$ cat config.mk
export PLATFORM = sky130hd
export DESIGN_NAME = cpps_ram
export DESIGN_NICKNAME = d
export VERILOG_FILES = /design/src/hw/rtl/cpps_ram.sv
export SDC_FILE = /design/constraint.sdc
export NUM_CORES = 1
export LEC_CHECK = 0
export BUFFER_PORTS_ARGS = -buffer_cell sky130_fd_sc_hd__buf_2
export CORE_AREA = 8 8 131 133
export CTS_CLUSTER_SIZE = 28
export DETAILED_ROUTE_END_ITERATION = 8
export DIE_AREA = 0 0 139 141
export GPL_ROUTABILITY_DRIVEN = 0
export PLACE_DENSITY = 0.49
export SLEW_MARGIN = 20
export SYNTH_ARGS = -nofsm -noshare
export SYNTH_HDL_FRONTEND = slang
export SYNTH_SLANG_ARGS = --single-unit
$ cat constraint.sdc
create_clock -name clk_i -period 2.5 [get_ports clk_i]
set_clock_uncertainty 0.15 [all_clocks]
set_input_delay 0 -clock clk_i [delete_from_list [all_inputs] [get_ports clk_i]]
set_output_delay 0 -clock clk_i [all_outputs]
set_load 0.01 [all_outputs]
$ cat src/hw/rtl/cpps_ram.sv
// Generic single-port-write, single-port-read RAM with registered read data.
// No dependencies.
module cpps_ram #(
  parameter int WIDTH = 8,
  parameter int DEPTH = 16
) (
  input  logic                     clk_i,
  input  logic                     we_i,
  input  logic [$clog2(DEPTH)-1:0] waddr_i,
  input  logic [WIDTH-1:0]         wdata_i,
  input  logic [$clog2(DEPTH)-1:0] raddr_i,
  output logic [WIDTH-1:0]         rdata_o
);

  logic [WIDTH-1:0] mem_q [DEPTH];

  always_ff @(posedge clk_i) begin
    if (we_i) begin
      mem_q[waddr_i] <= wdata_i;
    end
    rdata_o <= mem_q[raddr_i];
  end

endmodule

== Word-level counts from Yosys, hierarchy flattened ==
Memory sizes are Yosys's and may differ from the RTL's. A register that Yosys moved wholly into a read port is not among the register bits.
Index checks and enable logic that the tools add are counted.

* Register bits: 0
* RAM bits: 128
* Bits of input ports: 18
* Output and inout bits: 8
* Word-level logic and storage cells: 3
* Memories: 1

{| class="wikitable"
|+ Memory list
! name !! depth !! bits a word !! read ports !! clocked after Yosys merged registers in !! wr ports !! line !! source
|-
| mem_q || 16 || 8 || 1 || 1 || 1 || 15 || <nowiki>logic [WIDTH-1:0] mem_q [DEPTH];</nowiki>
|}

* Muxes and demuxes: 2

{| class="wikitable"
|+ Operators by type and width
! cell !! count
|-
| 2-to-1 mux 1 bit || 2
|}

== Logic depth before layout (Yosys ltp) ==
Gate-level depths: netlist of run 1.

* Depth after elaboration: 2
* Mapped depth: 5
* Mapped depth without buffers: 3

== Worst setup path after synthesis of run 1 ==
OpenSTA, ideal clock, no wires.

* Path kind: input -> register
* From: input waddr_i[2]
* To: memory mem_q[0][0] (enable)
* Setup time: 383 ps
* Arrival: 1110 ps
* Required time: 1967 ps
* Setup slack: 857 ps
* Cell stages on the path: 2
* Buffers on the path: 0
* Cells stage by stage: or3b_2 nor3_1

{| class="wikitable"
|+ RTL lines
! item !! line !! source
|-
| start, declared || 9 || <nowiki>input logic [$clog2(DEPTH)-1:0] waddr_i,</nowiki>
|-
| end, declared || 15 ||
|}

No word-level cell before the write port.

== Worst setup path in the final report of run 1 ==
* From: input waddr_i[1]
* To: memory mem_q[1][3] (enable)

No word-level cell before the write port.

==> results.cfg, run 1 <==
[min_path]
hold_depth = 4
hold_path.class = input port to flip-flop
hold_end = rdata_o[7]
hold_path.startpoint = raddr_i[2]

[setup_path]
worstPathMaxFanout = 8
reg2reg_depth = 3
worstSetupEndpointType = flip-flop
worstSetupPathType = input port to flip-flop
r2r_slack_ps = 880
arrival_ps = 1610
cp.required_ps = 2380
r2r_start = mem_q[9][3]
timing.rr.end = rdata_o[3]
startpoint_type = input port

[timing]
rsz0062_at_grt = no
slew_headroom_pct = 40.5
whs_ps = 57.4
finalMaxSlewViolations = 0
hold_viol_final = 0
fmax_ghz = 0.578
setup_viol = 0
finalCritPeriodShare_pct = 69.2
tightest_slew_ps = 890
period_minus_slack_ps = 1730
fin_setup_tns_ps = 0

[cells_and_area]
syn_to_final_growth_pct = 20.5
stdcell_count = 493
n_fill_cell = 1338
diodes = 0
fin_nets = 310
drive_gt1_share_pct = 28.5
finalInstanceArea_um2 = 6200

[yosys]
synth_cell_types = 19
synth_xor_area_share_pct = 0
syn_avg_cell_area_um2 = 22.5
synthCells = 229
synth_area_um2 = 5150
synth_mux_area_share_pct = 15.0
synth.area.top_cells = edfxtp_1, mux4_2, mux4_1
ys_seq_area_share_pct = 77.8
ys_ff_latch = 136
synthSimpleGateAreaFrac_pct = 3.18
syn-num-nets = 247
yosys.area.top_type = edfxtp_1
yosysWarnings = 0
synth-compound-area-share_pct = 2.33
synthAdderAreaFrac_pct = 0
synth_top_area_share_pct = 74.7
synth_top_family_by_area = multiplexers

[pwr]
p_clk_share_pct = 43.6
swShare_pct = 20.2
p_sw_uw = 1010
combinationalPowerShare_pct = 5.1
totalPowerFinal_uw = 5010
leakage_uw = 0.00210
intPower_uw = 4000
powerDensity_nw_per_um2 = 808
seq_power_share_pct = 51.3
ir_drop_uv = 627

[floorplan]
core_um2 = 15000
initial_core_util_pct = 34.4
rows = 45
die-height_um = 141
dieWidth_um = 139
io_pins = 26
die_area_um2 = 19600

[clock_tree]
clk_path_buf_depth = 2
cts_tree = yes
insertion_delay_ps = 410
root_buffer = clkbuf_16
clk_pin_slew_ps = 50
cts_resized = 0
htreeDepth = 4
cts_made_buffers = 17
cts.sinks = 136

[grt]
grt_usage_pct = 11.8
grt_pass1_vias = 2662
grt_pass1_wl_um = 16300
grt_overflow = 0
grt_max_degree = 33
antenna_found_initial = 0

[detailed_routing]
drc = 0
routed-via-count = 2462
drt_iter0_markers = 201
post_drt_wl_per_cell_um = 21.7
first_pass_iters = 4
ant_nets = 0
viasPerCell = 4.99
finalWirelength_um = 10700

[placed_design]
hpwl_um = 6990
dp.cells = 450
post_dp_cell_area_um2 = 5570
io_buffers = 25

[run_status]
status = finished clean

[flow_run]
maxCapViolCount = 0
[Yosys cell counts (all sizes together)]
master and count:
edfxtp 128, mux4 32, a22oi 16, nor2 13, nand2 9, dfxtp 8
buf 7, nor3 4, clkdlybuf4s25 3, nand2b 2, nand3b 2, and2 1
and2b 1, nand3 1, nor2b 1, or3b 1
[area by class of cell]
type                            instances  area (um^2)  area share (%)
Tap cell                              188          235            3.79
Clock inverter                         12         85.1            1.37
Sequential cell                       136         4000            64.6
Multi-Input combinational cell         83         1060            17.0
Clock buffer                           20          437            7.04
Timing Repair Buffer                   54          383            6.17
[registers in the layout, indices dropped and copies added (netlist names)]
signal	flops
mem_q	128
rdata_o	8
[critical path, cell delays in order]
cell           delay, ps
dlygate4sd3_1        530
buf_2                160
nand2b_1             210
nor2_1               710
[placed cells by master, fill, tap and decap left out, drive strengths merged]
cell type	instances
or3b	1
nand3	1
bufinv	1
nor2b	1
buf	43
nor2	13
dfxtp	8
nor3	4
nand2	9
edfxtp	128
nand3b	2
and2b	1
nand2b	2
and2	1
clkinvlp	2
clkbuf	20
clkinv	9
mux4	32
a22oi	16
dlygate4sd3	11
[repair_timing]
action | CTS | global route
endpoints found under the hold margin | 144 | 0
setup buffers | 0 | 0
hold buffers | 11 | 0
[metal layers]
| layer | global-route usage [%] | vias to the layer above | wire, um |
|---|---|---|---|
| met5 | 0 | - | 0 |
| met4 | 4.33 | 0 | 137 |
| met3 | 3.65 | 14 | 450 |
| met2 | 18.4 | 59 | 5030 |
| met1 | 15.1 | 1285 | 5100 |
| li1 | - | 1104 | - |
[power groups by stage]
stage | Clock [uW] | Combinational, uW | Sequential [uW]
6_report | 2190 | 256 | 2570
2_1_floorplan | 0 | 129 | 2610
3_5_place_dp | 0 | 249 | 2620
4_1_cts | 2230 | 262 | 2570
3_3_place_gp | 0 | 246 | 2620
5_1_grt | 2340 | 280 | 2570
[worst max path at each step]
stage / start / endpoint
detailed placement: waddr_i[2] / mem_q[1][3]
floorplan: waddr_i[2] / mem_q[0][0]
global route: waddr_i[0] / mem_q[2][3]
finish: waddr_i[1] / mem_q[1][3]
global placement: waddr_i[2] / mem_q[3][3]
CTS: waddr_i[1] / mem_q[1][3]
[cell families (layout without fill, tap and decap cells)]
group,count (synthesis),after routing
AND/OR/NAND/NOR,35,35
flip-flops,136,136
AO/OA/AOI/OAI,16,16
multiplexers,32,32
buffers and inverters,10,86
[stage by stage]
step                worst slack, ps  util (%)
global placement                605      37.2
global route                    662      41.4
detailed placement              566      37.2
finish                          769      41.4
CTS                             746      41.4
floorplan                       857         -
No activity file was read; power rests on OpenSTA's default activity.
==> run 2, diff against run 1 <==
--- a/config.mk
+++ b/config.mk
@@ -5,13 +5,14 @@
 export SDC_FILE = /design/constraint.sdc
 export NUM_CORES = 1
 export LEC_CHECK = 0
+export ABC_AREA = 1
 export BUFFER_PORTS_ARGS = -buffer_cell sky130_fd_sc_hd__buf_2
-export CORE_AREA = 8 8 131 133
+export CORE_AREA = 8 8 138 140
 export CTS_CLUSTER_SIZE = 28
 export DETAILED_ROUTE_END_ITERATION = 8
-export DIE_AREA = 0 0 139 141
+export DIE_AREA = 0 0 146 148
 export GPL_ROUTABILITY_DRIVEN = 0
-export PLACE_DENSITY = 0.49
+export PLACE_DENSITY = 0.5
 export SLEW_MARGIN = 20
 export SYNTH_ARGS = -nofsm -noshare
 export SYNTH_HDL_FRONTEND = slang
==> constraint.sdc (replaced) <==
create_clock -name clk_i -period 1.5 [get_ports clk_i]
set_clock_uncertainty 0.15 [all_clocks]
set_input_delay 0 -clock clk_i [delete_from_list [all_inputs] [get_ports clk_i]]
set_output_delay 0 -clock clk_i [all_outputs]
set_load 0.01 [all_outputs]
==> results.cfg, run 2 <==
[detailed_routing]
drt_iter0_markers = 246
finalWirelength_um = 13500
first_pass_iters = 6
drc = 0
ant_nets = 0
post_drt_wl_per_cell_um = 16.1
viasPerCell = 4.48
routed-via-count = 3780

[cells_and_area]
n_fill_cell = 1640
diodes = 0
mostFrequentLayoutCells = nand2_1, edfxtp_1, inv_1
drive_gt1_share_pct = 13.1
largest-register = mem_q
top_regs = mem_q: 128 flops, rdata_o: 8 flops
mostFrequentLayoutCell = nand2_1
stdcell_count = 843
fin_nets = 623
syn_to_final_growth_pct = 20.0
largest_reg_flops = 128

[floorplan]
io_pins = 26
dieWidth_um = 146
rows = 48
core_um2 = 16900
die-height_um = 148
die_area_um2 = 21600
initial_core_util_pct = 34.0

[min_path]
hold_end = rdata_o[1]
hold_path.class = input port to flip-flop
hold_depth = 6
hold_path.startpoint = raddr_i[1]

[yosys]
ys_ff_latch = 136
syn_avg_cell_area_um2 = 10.5
synth_area_um2 = 5770
synthFlopType = edfxtp_1
synthCells = 551
syn-num-nets = 569
yosysWarnings = 0
synth.most_common_cell = nand2_1
synth-edff-count = 128
synth.area.top_cells = edfxtp_1, nand2_1, nand3_1
synth_top_area_share_pct = 66.7
ys_seq_area_share_pct = 69.4
synth_commonest_cells = nand2_1, edfxtp_1, inv_1
synthArstFlopShare_pct = 0
synth_cell_types = 12
yosys.area.top_type = edfxtp_1

[setup_path]
worstSetupEndpointType = flip-flop
arrival_ps = 1380
timing.rr.end = rdata_o[5]
r2r_slack_ps = 290
worstSetupPathType = input port to flip-flop
worstPathMaxFanout = 16
cp.required_ps = 1650
startpoint_type = input port
reg2reg_depth = 6
cp-startpoint = raddr_i[2]
r2r_start = mem_q[7][5]

[clock_tree]
clk_pin_slew_ps = 60
root_buffer = clkbuf_16
htreeDepth = 4
cts.sinks = 136
cts_tree = yes
cts_made_buffers = 17
clk_path_buf_depth = 2
insertion_delay_ps = 420

[pwr]
ir_drop_uv = 817
leakage_uw = 0.00299
powerDensity_nw_per_um2 = 1290

[timing]
fin_setup_tns_ps = 0
finalMaxSlewViolations = 0
fmax_ghz = 0.818
finalCritPeriodShare_pct = 81.5
rsz0062_at_grt = no
slew_headroom_pct = 71.8
period_minus_slack_ps = 1220
setup_viol = 0
hold_viol_final = 0
tightest_slew_ps = 423

[grt]
grt_usage_pct = 13.0
grt_max_degree = 65
antenna_found_initial = 0
grt_overflow = 0
grt_pass1_wl_um = 20800
grt_pass1_vias = 3675

[flow_run]
maxCapViolCount = 0

[run_status]
status = finished clean

[placed_design]
dp.cells = 801
io_buffers = 25
hpwl_um = 8460
## run 2: cell type report
cell class	instances	area (um^2)	share of cell area, %
inverters	102	383	5.53
clock buffers	17	425	6.14
multi-input cells	289	1210	17.5
repair buffers	59	455	6.58
well taps	225	282	4.07
flip-flops and latches	136	4000	57.8
clock inverters	15	160	2.31
## run 2: how the worst max path moves through the flow
| stage | end | slack [ps] | cells after the start |
|---|---|---|---|
| after global placement | rdata_o[0] | 210 | 8 |
| final | rdata_o[5] | 280 | 7 |
| after CTS | rdata_o[5] | 280 | 7 |
| after floorplan | mem_q[10][0] | 400 | 2 |
| after detailed placement | rdata_o[7] | 200 | 9 |
| after global routing | rdata_o[5] | 160 | 6 |
## run 2: per-layer routing
metal | vias up | wire length, um | track usage, %
met3 | 18 | 522 | 3.09
met5 | - | 0 | 0
li1 | 1881 | - | -
met2 | 91 | 6690 | 21.8
met1 | 1790 | 5990 | 15.5
met4 | 0 | 339 | 6.54
## run 2: critical path, stage by stage
cell	delay [ps]
dlygate4sd3_1	530
buf_2	190
inv_1	70
buf_4	230
nand3_1	120
nand3_1	150
nand2_1	70
## run 2: cells by family (layout without fill, tap and decap cells)
group,count (synthesis),count (layout),share of synthesized area [%]
AND/OR/NAND/NOR,289,289,21.0
buffers and inverters,126,193,9.52
flip-flops,136,136,69.4
## run 2: power by group
part / total, uW / switching [uW] / leakage [uW] / internal, uW
combinational: 564 / 380 / 0.00148 / 184
sequential: 4270 / 25.2 / 0.00122 / 4250
clock: 4090 / 1510 / 0.000287 / 2580
## run 2: repair_timing
item | CTS | global route
hold endpoints to repair | 136 | 0
gates resized for setup | 0 | 0
hold buffers | 10 | 0
buffers inserted | 0 | 0
## run 2: through the flow
step                instance area, um^2  hold WS [ps]  power (uW)  util (%)  worst slack, ps
floorplan                          5770         -51.1        4660         -              399
global placement                   6240           228        4910      36.8              213
detailed placement                 6240           228        4910      36.8              204
CTS                                6920          14.8        9010      40.9              283
global route                       6920          66.3        9230      40.9              158
finish                             6920          26.4        8920      40.9              278
